`src/hdl/ordered_list_insert_remove_defines.svh`:
```
// ----------------------------------------------------------------------------
// Ordered list assertion macros
// Concurrent assertion shorthands shared by the ordered list modules.
// ----------------------------------------------------------------------------
`ifndef ORDERED_LIST_INSERT_REMOVE_DEFINES_SVH
`define ORDERED_LIST_INSERT_REMOVE_DEFINES_SVH
`ifndef ASSERT_OFF
// The expression holds at every clock edge outside reset.
`define ASSERT_HOLDS(label, clk, rst, expr, msg) \
   label: assert property (@(posedge clk) disable iff (rst) (expr)) else $error(msg);
// The consequent holds in the same cycle as the antecedent.
`define ASSERT_IMPLIES(label, clk, rst, ante, cons, msg) \
   label: assert property (@(posedge clk) disable iff (rst) (ante) |-> (cons)) else $error(msg);
`else
`define ASSERT_HOLDS(label, clk, rst, expr, msg)
`define ASSERT_IMPLIES(label, clk, rst, ante, cons, msg)
`endif
`endif

```
`src/hdl/olir_pkg.sv`:
```
// ----------------------------------------------------------------------------
// Ordered list package
// Field widths, command and status codes, and controller/datapath bundles.
// ----------------------------------------------------------------------------
`default_nettype none

package olir_pkg;

   localparam int CMD_W     = 2;
   localparam int POS_W     = 6;
   localparam int VAL_W     = 32;
   localparam int STAT_W    = 2;
   localparam int CNT_OUT_W = 7;

   // Stream word widths, rounded up to whole bytes.
   localparam int REQ_TDATA_W = ((POS_W + VAL_W + 7) / 8) * 8;
   localparam int RSP_TDATA_W = ((VAL_W + CNT_OUT_W + 7) / 8) * 8;

   localparam logic [CMD_W-1:0] OP_APPEND = 2'd0;
   localparam logic [CMD_W-1:0] OP_INSERT = 2'd1;
   localparam logic [CMD_W-1:0] OP_REMOVE = 2'd2;
   localparam logic [CMD_W-1:0] OP_READ   = 2'd3;

   localparam logic [STAT_W-1:0] ST_DONE  = 2'd0;
   localparam logic [STAT_W-1:0] ST_FULL  = 2'd1;
   localparam logic [STAT_W-1:0] ST_RANGE = 2'd2;

   // Commands from the controller to the datapath.
   typedef struct packed {
      logic              capture;
      logic              move_init;
      logic              move_step;
      logic              rd_only;
      logic              wr_word;
      logic              count_inc;
      logic              count_dec;
      logic              rsp_load;
      logic [STAT_W-1:0] rsp_status;
   } cmd_type;

   // Status from the datapath to the controller.
   typedef struct packed {
      logic [CMD_W-1:0] op;
      logic             full;
      logic             pos_gt;
      logic             pos_ge;
      logic             no_move;
      logic             last_rd;
      logic             rsp_busy;
   } stat_type;

endpackage

`default_nettype wire

```
`src/hdl/olir_ctrl.sv`:
```
// ----------------------------------------------------------------------------
// Ordered list controller
// Sequences one command word: checks, shift loop, count update and response.
// ----------------------------------------------------------------------------
`default_nettype none
`include "ordered_list_insert_remove_defines.svh"

module olir_ctrl (
   input  wire                 clock,
   input  wire                 reset,
   input  wire                 req_tvalid,
   output logic                req_tready,
   input  wire olir_pkg::stat_type stat,
   output olir_pkg::cmd_type   cmd
);

   localparam logic [2:0] S_IDLE   = 3'd0;
   localparam logic [2:0] S_CHECK  = 3'd1;
   localparam logic [2:0] S_MOVE   = 3'd2;
   localparam logic [2:0] S_DRAIN  = 3'd3;
   localparam logic [2:0] S_FINISH = 3'd4;
   localparam logic [2:0] S_RESP   = 3'd5;

   logic [2:0]                  state_ff, state_in;
   logic [olir_pkg::STAT_W-1:0] code_ff, code_in;
   logic                        op_shifts;

   // Only insert and remove run the shift loop.
   assign op_shifts = (stat.op == olir_pkg::OP_INSERT) || (stat.op == olir_pkg::OP_REMOVE);

   always_comb begin
      state_in       = state_ff;
      code_in        = code_ff;
      cmd            = '0;
      cmd.rsp_status = code_ff;
      req_tready     = 1'b0;
      unique case (state_ff)
         S_IDLE: begin
            req_tready = 1'b1;
            if (req_tvalid) begin
               cmd.capture = 1'b1;
               state_in    = S_CHECK;
            end
         end
         S_CHECK: begin
            state_in = S_RESP;
            code_in  = olir_pkg::ST_DONE;
            unique case (stat.op)
               olir_pkg::OP_APPEND: begin
                  if (stat.full) begin
                     code_in = olir_pkg::ST_FULL;
                  end else begin
                     cmd.wr_word   = 1'b1;
                     cmd.count_inc = 1'b1;
                  end
               end
               olir_pkg::OP_INSERT: begin
                  if (stat.full) begin
                     code_in = olir_pkg::ST_FULL;
                  end else if (stat.pos_gt) begin
                     code_in = olir_pkg::ST_RANGE;
                  end else if (stat.no_move) begin
                     cmd.wr_word   = 1'b1;
                     cmd.count_inc = 1'b1;
                  end else begin
                     cmd.move_init = 1'b1;
                     state_in      = S_MOVE;
                  end
               end
               olir_pkg::OP_REMOVE: begin
                  if (stat.pos_ge) begin
                     code_in = olir_pkg::ST_RANGE;
                  end else if (stat.no_move) begin
                     cmd.count_dec = 1'b1;
                  end else begin
                     cmd.move_init = 1'b1;
                     state_in      = S_MOVE;
                  end
               end
               olir_pkg::OP_READ: begin
                  if (stat.pos_ge) begin
                     code_in = olir_pkg::ST_RANGE;
                  end else begin
                     cmd.rd_only = 1'b1;
                  end
               end
            endcase
         end
         S_MOVE: begin
            cmd.move_step = 1'b1;
            if (stat.last_rd) begin
               state_in = S_DRAIN;
            end
         end
         S_DRAIN: begin
            // The last moved word is written this cycle.
            state_in = S_FINISH;
         end
         S_FINISH: begin
            if (stat.op == olir_pkg::OP_INSERT) begin
               cmd.wr_word   = 1'b1;
               cmd.count_inc = 1'b1;
            end else begin
               cmd.count_dec = 1'b1;
            end
            state_in = S_RESP;
         end
         S_RESP: begin
            if (!stat.rsp_busy) begin
               cmd.rsp_load = 1'b1;
               state_in     = S_IDLE;
            end
         end
         default: begin
            state_in = S_IDLE;
         end
      endcase
   end

   always_ff @(posedge clock) begin
      if (reset) begin
         state_ff <= S_IDLE;
      end else begin
         state_ff <= state_in;
      end
   end

   always_ff @(posedge clock) begin
      code_ff <= code_in;
   end

   `ASSERT_IMPLIES(a_load_free, clock, reset, cmd.rsp_load, !stat.rsp_busy, "response overwritten")
   `ASSERT_IMPLIES(a_move_op, clock, reset, cmd.move_step, op_shifts, "shift for a non-shift command")

endmodule

`default_nettype wire

```
`src/hdl/olir_dpath.sv`:
```
// ----------------------------------------------------------------------------
// Ordered list datapath
// Entry memory, count, shift address counters and the response register.
// ----------------------------------------------------------------------------
`default_nettype none
`include "ordered_list_insert_remove_defines.svh"

module olir_dpath #(
   parameter int DEPTH     = 64,
   parameter int WORD_BITS = 32
) (
   input  wire                                 clock,
   input  wire                                 reset,
   input  wire olir_pkg::cmd_type              cmd,
   output olir_pkg::stat_type                  stat,
   input  wire  [olir_pkg::CMD_W-1:0]          req_cmd,
   input  wire  [olir_pkg::POS_W-1:0]          req_position,
   input  wire  [olir_pkg::VAL_W-1:0]          req_item_value,
   input  wire                                 rsp_tready,
   output logic                                rsp_tvalid,
   output logic [olir_pkg::STAT_W-1:0]         rsp_status,
   output logic [olir_pkg::VAL_W-1:0]          rsp_read_value,
   output logic [olir_pkg::CNT_OUT_W-1:0]      rsp_entry_count
);

   localparam int AW = (DEPTH > 1) ? $clog2(DEPTH) : 1;
   localparam int CW = $clog2(DEPTH + 1);
   localparam int XW = (CW > olir_pkg::POS_W + 1) ? CW : olir_pkg::POS_W + 1;

   logic [WORD_BITS-1:0] slots_ff [DEPTH];
   logic [WORD_BITS-1:0] rdata_ff;

   logic [olir_pkg::CMD_W-1:0]     op_ff;
   logic [olir_pkg::POS_W-1:0]     pos_ff;
   logic [WORD_BITS-1:0]           word_ff;
   logic [CW-1:0]                  count_ff, count_in;
   logic [AW-1:0]                  rd_addr_ff, rd_addr_in;
   logic [AW-1:0]                  wr_addr_ff, wr_addr_in;
   logic                           move_wr_ff;
   logic                           rsp_valid_ff, rsp_valid_in;
   logic [olir_pkg::STAT_W-1:0]    rsp_status_ff;
   logic [olir_pkg::VAL_W-1:0]     rsp_value_ff;
   logic [olir_pkg::CNT_OUT_W-1:0] rsp_count_ff;

   logic [XW-1:0] pos_x, cnt_x, rd_x, ins_start_x, rem_start_x;
   logic          is_insert;
   logic          mem_we, mem_re;
   logic [AW-1:0] mem_wa, mem_ra, word_addr;
   logic [WORD_BITS-1:0] mem_wd;

   assign pos_x       = XW'(pos_ff);
   assign cnt_x       = XW'(count_ff);
   assign rd_x        = XW'(rd_addr_ff);
   assign ins_start_x = cnt_x - XW'(1);
   assign rem_start_x = pos_x + XW'(1);
   assign is_insert   = (op_ff == olir_pkg::OP_INSERT);

   assign stat.op       = op_ff;
   assign stat.full     = (cnt_x == XW'(DEPTH));
   assign stat.pos_gt   = (pos_x > cnt_x);
   assign stat.pos_ge   = (pos_x >= cnt_x);
   assign stat.no_move  = is_insert ? (pos_x == cnt_x) : (rem_start_x == cnt_x);
   assign stat.last_rd  = is_insert ? (rd_x == pos_x) : (rd_x == ins_start_x);
   assign stat.rsp_busy = rsp_valid_ff && !rsp_tready;

   // An append lands after the last entry, an insert at its position.
   assign word_addr = (op_ff == olir_pkg::OP_APPEND) ? cnt_x[AW-1:0] : pos_x[AW-1:0];

   // The moved word from the previous read has priority on the write port;
   // the controller never asks for a word write in that cycle.
   assign mem_we = move_wr_ff || cmd.wr_word;
   assign mem_wa = move_wr_ff ? wr_addr_ff : word_addr;
   assign mem_wd = move_wr_ff ? rdata_ff : word_ff;
   assign mem_re = cmd.move_step || cmd.rd_only;
   assign mem_ra = cmd.rd_only ? pos_x[AW-1:0] : rd_addr_ff;

   always_ff @(posedge clock) begin
      if (mem_we) begin
         slots_ff[mem_wa] <= mem_wd;
      end
      if (mem_re) begin
         rdata_ff <= slots_ff[mem_ra];
      end
   end

   always_comb begin
      rd_addr_in = rd_addr_ff;
      wr_addr_in = wr_addr_ff;
      if (cmd.move_init) begin
         rd_addr_in = is_insert ? ins_start_x[AW-1:0] : rem_start_x[AW-1:0];
      end else if (cmd.move_step) begin
         if (is_insert) begin
            rd_addr_in = rd_addr_ff - AW'(1);
            wr_addr_in = rd_addr_ff + AW'(1);
         end else begin
            rd_addr_in = rd_addr_ff + AW'(1);
            wr_addr_in = rd_addr_ff - AW'(1);
         end
      end
   end

   always_comb begin
      count_in = count_ff;
      if (cmd.count_inc) begin
         count_in = count_ff + CW'(1);
      end else if (cmd.count_dec) begin
         count_in = count_ff - CW'(1);
      end
   end

   always_comb begin
      rsp_valid_in = rsp_valid_ff;
      if (cmd.rsp_load) begin
         rsp_valid_in = 1'b1;
      end else if (rsp_tready) begin
         rsp_valid_in = 1'b0;
      end
   end

   always_ff @(posedge clock) begin
      if (reset) begin
         count_ff     <= '0;
         move_wr_ff   <= 1'b0;
         rsp_valid_ff <= 1'b0;
      end else begin
         count_ff     <= count_in;
         move_wr_ff   <= cmd.move_step;
         rsp_valid_ff <= rsp_valid_in;
      end
   end

   always_ff @(posedge clock) begin
      rd_addr_ff <= rd_addr_in;
      wr_addr_ff <= wr_addr_in;
      if (cmd.capture) begin
         op_ff   <= req_cmd;
         pos_ff  <= req_position;
         word_ff <= WORD_BITS'(req_item_value);
      end
      if (cmd.rsp_load) begin
         rsp_status_ff <= cmd.rsp_status;
         rsp_count_ff  <= olir_pkg::CNT_OUT_W'(count_ff);
         if ((op_ff == olir_pkg::OP_READ) && (cmd.rsp_status == olir_pkg::ST_DONE)) begin
            rsp_value_ff <= olir_pkg::VAL_W'(rdata_ff);
         end else begin
            rsp_value_ff <= '0;
         end
      end
   end

   assign rsp_tvalid      = rsp_valid_ff;
   assign rsp_status      = rsp_status_ff;
   assign rsp_read_value  = rsp_value_ff;
   assign rsp_entry_count = rsp_count_ff;

   `ASSERT_HOLDS(a_count_bound, clock, reset, cnt_x <= XW'(DEPTH), "entry count above depth")
   `ASSERT_HOLDS(a_one_write, clock, reset, !(move_wr_ff && cmd.wr_word), "two writes in one cycle")

endmodule

`default_nettype wire

```
`src/hdl/ordered_list_insert_remove.sv`:
```
// ----------------------------------------------------------------------------
// Ordered list with insert and remove by position
// Bounded list of words in a memory with one read and one write port, one
// command at a time.
// ----------------------------------------------------------------------------
// Usage: each req word carries a command in req_tuser (append, insert before
// a position, remove at a position, read at a position) and a position and
// data word in req_tdata. Every command returns exactly one rsp word with a
// status in rsp_tuser (done, full, position out of range) and the read word
// and the entry count after the command in rsp_tdata.
// Sequence: append, read, any refused command, an insert at the end and a
// remove of the last entry pass a check state and a load state before
// rsp_tvalid rises. An insert or remove that moves n later entries (1 to
// DEPTH - 1) through the entry memory, one read and one write per cycle,
// passes the check, n moves, a drain state that writes the last moved word,
// a finish state that stores the new word or drops the count, and the load.
// req_tready rises together with rsp_tvalid, so no new command is taken
// before the last response is loaded; the shift loop sets the command rate.
// Reset empties the list at once; entries need no clearing.
// A stalled receiver holds the response in the output register; the block
// still accepts the next command and processes it, then waits with its
// response until the previous one is taken.
// ----------------------------------------------------------------------------
`default_nettype none

module ordered_list_insert_remove #(
   parameter int DEPTH     = 64,
   parameter int WORD_BITS = 32
) (
   input  wire                                   clock,
   input  wire                                   reset,
   // Request channel.
   input  wire                                   req_tvalid,
   output logic                                  req_tready,
   // [5:0] position, [37:6] item_value, [39:38] zero
   input  wire  [olir_pkg::REQ_TDATA_W-1:0]      req_tdata,
   // [1:0] cmd
   input  wire  [olir_pkg::CMD_W-1:0]            req_tuser,
   // Response channel.
   output logic                                  rsp_tvalid,
   input  wire                                   rsp_tready,
   // [31:0] read_value, [38:32] entry_count, [39] zero
   output logic [olir_pkg::RSP_TDATA_W-1:0]      rsp_tdata,
   // [1:0] status
   output logic [olir_pkg::STAT_W-1:0]           rsp_tuser
);

   olir_pkg::cmd_type  cmd;
   olir_pkg::stat_type stat;

   logic [olir_pkg::POS_W-1:0]     req_position;
   logic [olir_pkg::VAL_W-1:0]     req_item_value;
   logic [olir_pkg::VAL_W-1:0]     rsp_read_value;
   logic [olir_pkg::CNT_OUT_W-1:0] rsp_entry_count;

   // Unpack the request word; bits above the fields are padding.
   assign req_position   = req_tdata[olir_pkg::POS_W-1:0];
   assign req_item_value = req_tdata[olir_pkg::POS_W +: olir_pkg::VAL_W];

   // Pack the response word, zero filled up to the byte boundary.
   assign rsp_tdata = olir_pkg::RSP_TDATA_W'({rsp_entry_count, rsp_read_value});

   // The controller owns the sequence of one command.
   olir_ctrl u_ctrl (
      .clock      (clock),
      .reset      (reset),
      .req_tvalid (req_tvalid),
      .req_tready (req_tready),
      .stat       (stat),
      .cmd        (cmd)
   );

   // The datapath holds the entries, the count and the response register.
   olir_dpath #(
      .DEPTH     (DEPTH),
      .WORD_BITS (WORD_BITS)
   ) u_dpath (
      .clock           (clock),
      .reset           (reset),
      .cmd             (cmd),
      .stat            (stat),
      .req_cmd         (req_tuser),
      .req_position    (req_position),
      .req_item_value  (req_item_value),
      .rsp_tready      (rsp_tready),
      .rsp_tvalid      (rsp_tvalid),
      .rsp_status      (rsp_tuser),
      .rsp_read_value  (rsp_read_value),
      .rsp_entry_count (rsp_entry_count)
   );

endmodule

`default_nettype wire
```
`config.mk`:
```
export PLATFORM = sky130hd
export DESIGN_NAME = ordered_list_insert_remove
export DESIGN_NICKNAME = d
export VERILOG_FILES = /design/src/hdl/olir_pkg.sv /design/src/hdl/olir_ctrl.sv /design/src/hdl/olir_dpath.sv /design/src/hdl/ordered_list_insert_remove.sv
export VERILOG_INCLUDE_DIRS = /design/src /design/src/hdl
export SDC_FILE = /design/constraint.sdc
export NUM_CORES = 2
export LEC_CHECK = 0
export BUFFER_PORTS_ARGS = -buffer_cell sky130_fd_sc_hd__clkbuf_2
export CAP_MARGIN = 20
export CORE_MARGIN = 10
export CORE_UTILIZATION = 30
export DETAILED_ROUTE_END_ITERATION = 10
export SLEW_MARGIN = 15
export SYNTH_ARGS = -nofsm -noshare
export SYNTH_HDL_FRONTEND = slang
export SYNTH_SLANG_ARGS = --single-unit
```
`constraint.sdc`:
```
create_clock -name clock -period 6.2 [get_ports clock]
set_input_delay 1.24 -clock clock [delete_from_list [all_inputs] [get_ports clock]]
set_output_delay 1.24 -clock clock [all_outputs]
set_load 0.02 [all_outputs]
```
==> results.md <==
- Status: complete, no violations
- FFs w/ async S/R, synth: 0%
- Post-synth top flop: edfxtp_1
- Initial antenna violation count: 17
- Hold Path Cell Cnt: 0
- Port Buffers: 86
- Vias in the first global route: 48751
- Max Freq: 185.7 MHz
- 1st-iter DRT viols: 6056
- Final worst path period share: 86.86%
- DRC viols: 0
- Register area share after synthesis: 75.61%
- # rows: 197
- Yosys top cell area share: 75.33%
- XOR/XNOR Fraction of Synth Area: 0.3492%
- Total track usage: 14.81%
- Hold crit path type: flop to flop
- Clk Latency, worst-skew pair: 0.87 ns
- RSZ-0062 raised after global routing: no
- Total wire length: 239200 um
- Mapped Cells: 5508
- Root Buffer: clkbuf_16
- Endpoints failing setup: 0
- Synth Warn #: 0
- Router iterations before antenna repair: 8
- Post-route ant nets: 0
- HPWL Detailed: 140800 um
- Flop-to-flop setup slack: 0.81 ns
- Avg Inst Size Synth: 15.74 um2
- Largest family of logic cells by synthesized area: simple AND/OR/NAND/NOR gates
- CTS tree: built
- Final Hold Viols: 0
- Largest net degree at the start of global routing: 101
- Leak pwr: 32.57 nW
- Post-synthesis mux area share: 8.254%
- Routability Congestion: 0.8172
- Vias after detailed routing: 49995
- R2R Path End: u_dpath.rdata_ff[11]
- Post-synthesis cell type count: 72
- Vias per std cell: 5.180
- Die height: 557.6 um
- Synthesized flop and latch total: 2187
- H-tree depth: 4
- Top cells by count, synth: edfxtp_1, nand2_1, mux2i_1, nand3_1, a21oi_1
- Crit path DAT: 6.10 ns
- Most frequent cell after synthesis: edfxtp_1
- Final #Nets: 5761
- CP required: 6.92 ns
- Maxcap violations: 0
- Synth area leader: edfxtp_1
- Ranking of synthesized cells by area: edfxtp_1, mux2i_1, nand2_1
- Number of I/O pins: 90
- Sinks on Clock Net: 2187
- Area growth, synth to finish: 14.71%
- Post-Syn Nets: 5569
- Share of layout cells above drive strength 1: 14.80%
- GR Overflow Total: 0
- Total die area: 310900 um2
- Worst r2r src: u_dpath.cnt_x[4]
- Slew Limit Fails: 0
- Compound-cell area share of the yosys netlist: 4.963%
- Post-CTS resize count: 0
- Worst Tran Pin Value: 1.124 ns
- Clock Tree Buf Depth: 3
- Post-Synth Adder-Cell Area: 0.2165%
- Clock Skew: 0.03924 ns
- CP Launch Type: flop
- Slew margin rel.: 25.04%
- Die X: 557.6 um
- Post-Synth Simple-Gate Area: 8.575%
- Post-synth EDFFs: 2175
- Power per standard cell area: 351.1 nW/um2
- Drt wl/cell: 24.78 um
- Hold Path Sink: u_dpath.rsp_status[0]
- CTS Hold Bufs: 0
- Critical Path Sink Type: flop
- Post-CTS Setup Bufs: 0
- CTS buffer count: 204
- Non-Filler Instances: 9651
- Tmin final: 5.385 ns
- Cell Count Post-Placement: 9272
- Core Region: 287900 um2
- Setup TNS: 0 ns
- R2r worst-path depth: 12
- First-pass GRT wire length: 343200 um
- Worst VDD drop: 0.3594 mV
- HP Start: u_ctrl.code_ff[0]
- Critical Path Fanout Max: 14
- Path type of the worst setup path: flop to flop
- Clock transition at the registers of the reported paths: 0.06 ns
- Initial Util: 30.12%
- Total Power: 0.03492 W
- Netlist Area Pre-Place: 86700 um2
-- placed cells by master (no fill, tap or decap), types with 11 or more instances in the layout --
cell          n
o22ai_1      34
a31oi_1      58
nor2_4       69
nand4_1      42
edfxtp_1   2175
nor3_1       60
buf_12       29
nor2_1       55
a211oi_1     21
a41oi_1      21
mux4_2      112
nand2_1    1010
inv_1        24
dfxtp_1      11
bufinv_16    15
a2111oi_0    27
nand3_1     382
a21oi_1     167
a32oi_1      42
mux2_2       44
clkinv_1     52
and2_1       40
a311oi_1     14
o21ai_0      55
mux2i_1     388
o211ai_1     40
buf_4       209
o221ai_1     64
mux2_4       16
and4_1       17
clkbuf_2     86
ha_1         15
o211a_1      11
and3_1       16
xnor2_1      25
clkinv_2     27
clkbuf_16   208
clkbuf_1     48
-- stage by stage --
stage	worst slack [ns]	instance area (um2)	hold slack [ns]	utilization (%)
3_5_place_dp	0.8585	92920	0.4676	32.27
3_3_place_gp	0.8712	92900	0.4745	32.27
5_1_grt	0.5268	99450	0.5029	34.54
6_report	0.8149	99460	0.4785	34.55
4_1_cts	0.8291	99320	0.4828	34.50
2_1_floorplan	2.019	86700	0.4029	-
-- layout make-up --
class | instances | area (um2)
Sequential cell | 2187 | 65550
Clock inverter | 113 | 1023
Fill cell | 27144 | 188400
Multi-Input combinational cell | 2958 | 20080
Inverter | 25 | 93.84
Clock buffer | 256 | 5385
Timing Repair Buffer | 324 | 2580
Antenna cell | 7 | 17.52
Tap cell | 3781 | 4731
-- layer usage --
layer,wire [um],vias to the layer above,global-route usage (%)
li1,-,21613,-
met1,96420,25691,19.59
met2,113700,2271,24.22
met3,22110,418,3.505
met4,6929,2,4.455
met5,13,-,0
-- worst max path at each step --
stage | start | cells past startpoint | to
CTS | u_dpath.cnt_x[4] | 13 | u_dpath.rdata_ff[30]
global route | u_dpath.pos_ff[0] | 14 | u_dpath.rdata_ff[18]
finish | u_dpath.cnt_x[4] | 12 | u_dpath.rdata_ff[11]
floorplan | u_dpath.cnt_x[3] | 12 | u_dpath.slots_ff[23][0]
global placement | u_dpath.cnt_x[4] | 13 | u_dpath.rdata_ff[30]
detailed placement | u_dpath.cnt_x[4] | 13 | u_dpath.rdata_ff[30]
-- worst max-delay path, cell delays in order, from the launching register on --
cell and delay, ns:
dfxtp_1 0.44, clkinv_1 0.24, ha_1 0.36, and4b_1 0.25
o21ai_2 0.11, o21ai_2 0.48, buf_4 0.33, mux2i_2 0.86
nand2_1 0.77, nor2_1 0.35, a2bb2oi_1 0.09, o2111ai_1 0.73
a31o_2 0.21
-- power breakdown --
group	internal [W]	total (W)	leakage (nW)	switching [W]
registers	0.0171	0.0172	19.7	0.000174
logic	0.00166	0.00551	9.79	0.00385
clock network	0.00676	0.0122	3.11	0.00541
-- flip-flops by register name (all words and copies together) (netlist names), 3 cells and up --
| register | cells |
|---|---|
| u_dpath.slots_ff | 2048 |
| u_dpath.word_ff | 32 |
| u_dpath.rsp_entry_count | 7 |
| u_dpath.pos_ff | 6 |
| u_dpath.wr_addr_ff | 6 |
| u_dpath.rsp_read_value | 32 |
| u_dpath.rd_addr_ff | 6 |
| u_dpath.cnt_x | 7 |
| u_ctrl.state_ff | 3 |
| u_dpath.rdata_ff | 32 |
-- kinds of logic after synthesis --
kind of cell | count (synthesis)
compound gates | 620
other cells | 1
buf+inv | 363
flops | 2187
fa+ha+maj | 15
mux | 567
simple gates | 1722
xor+xnor | 33
No activity file was read; power rests on OpenSTA's default activity.
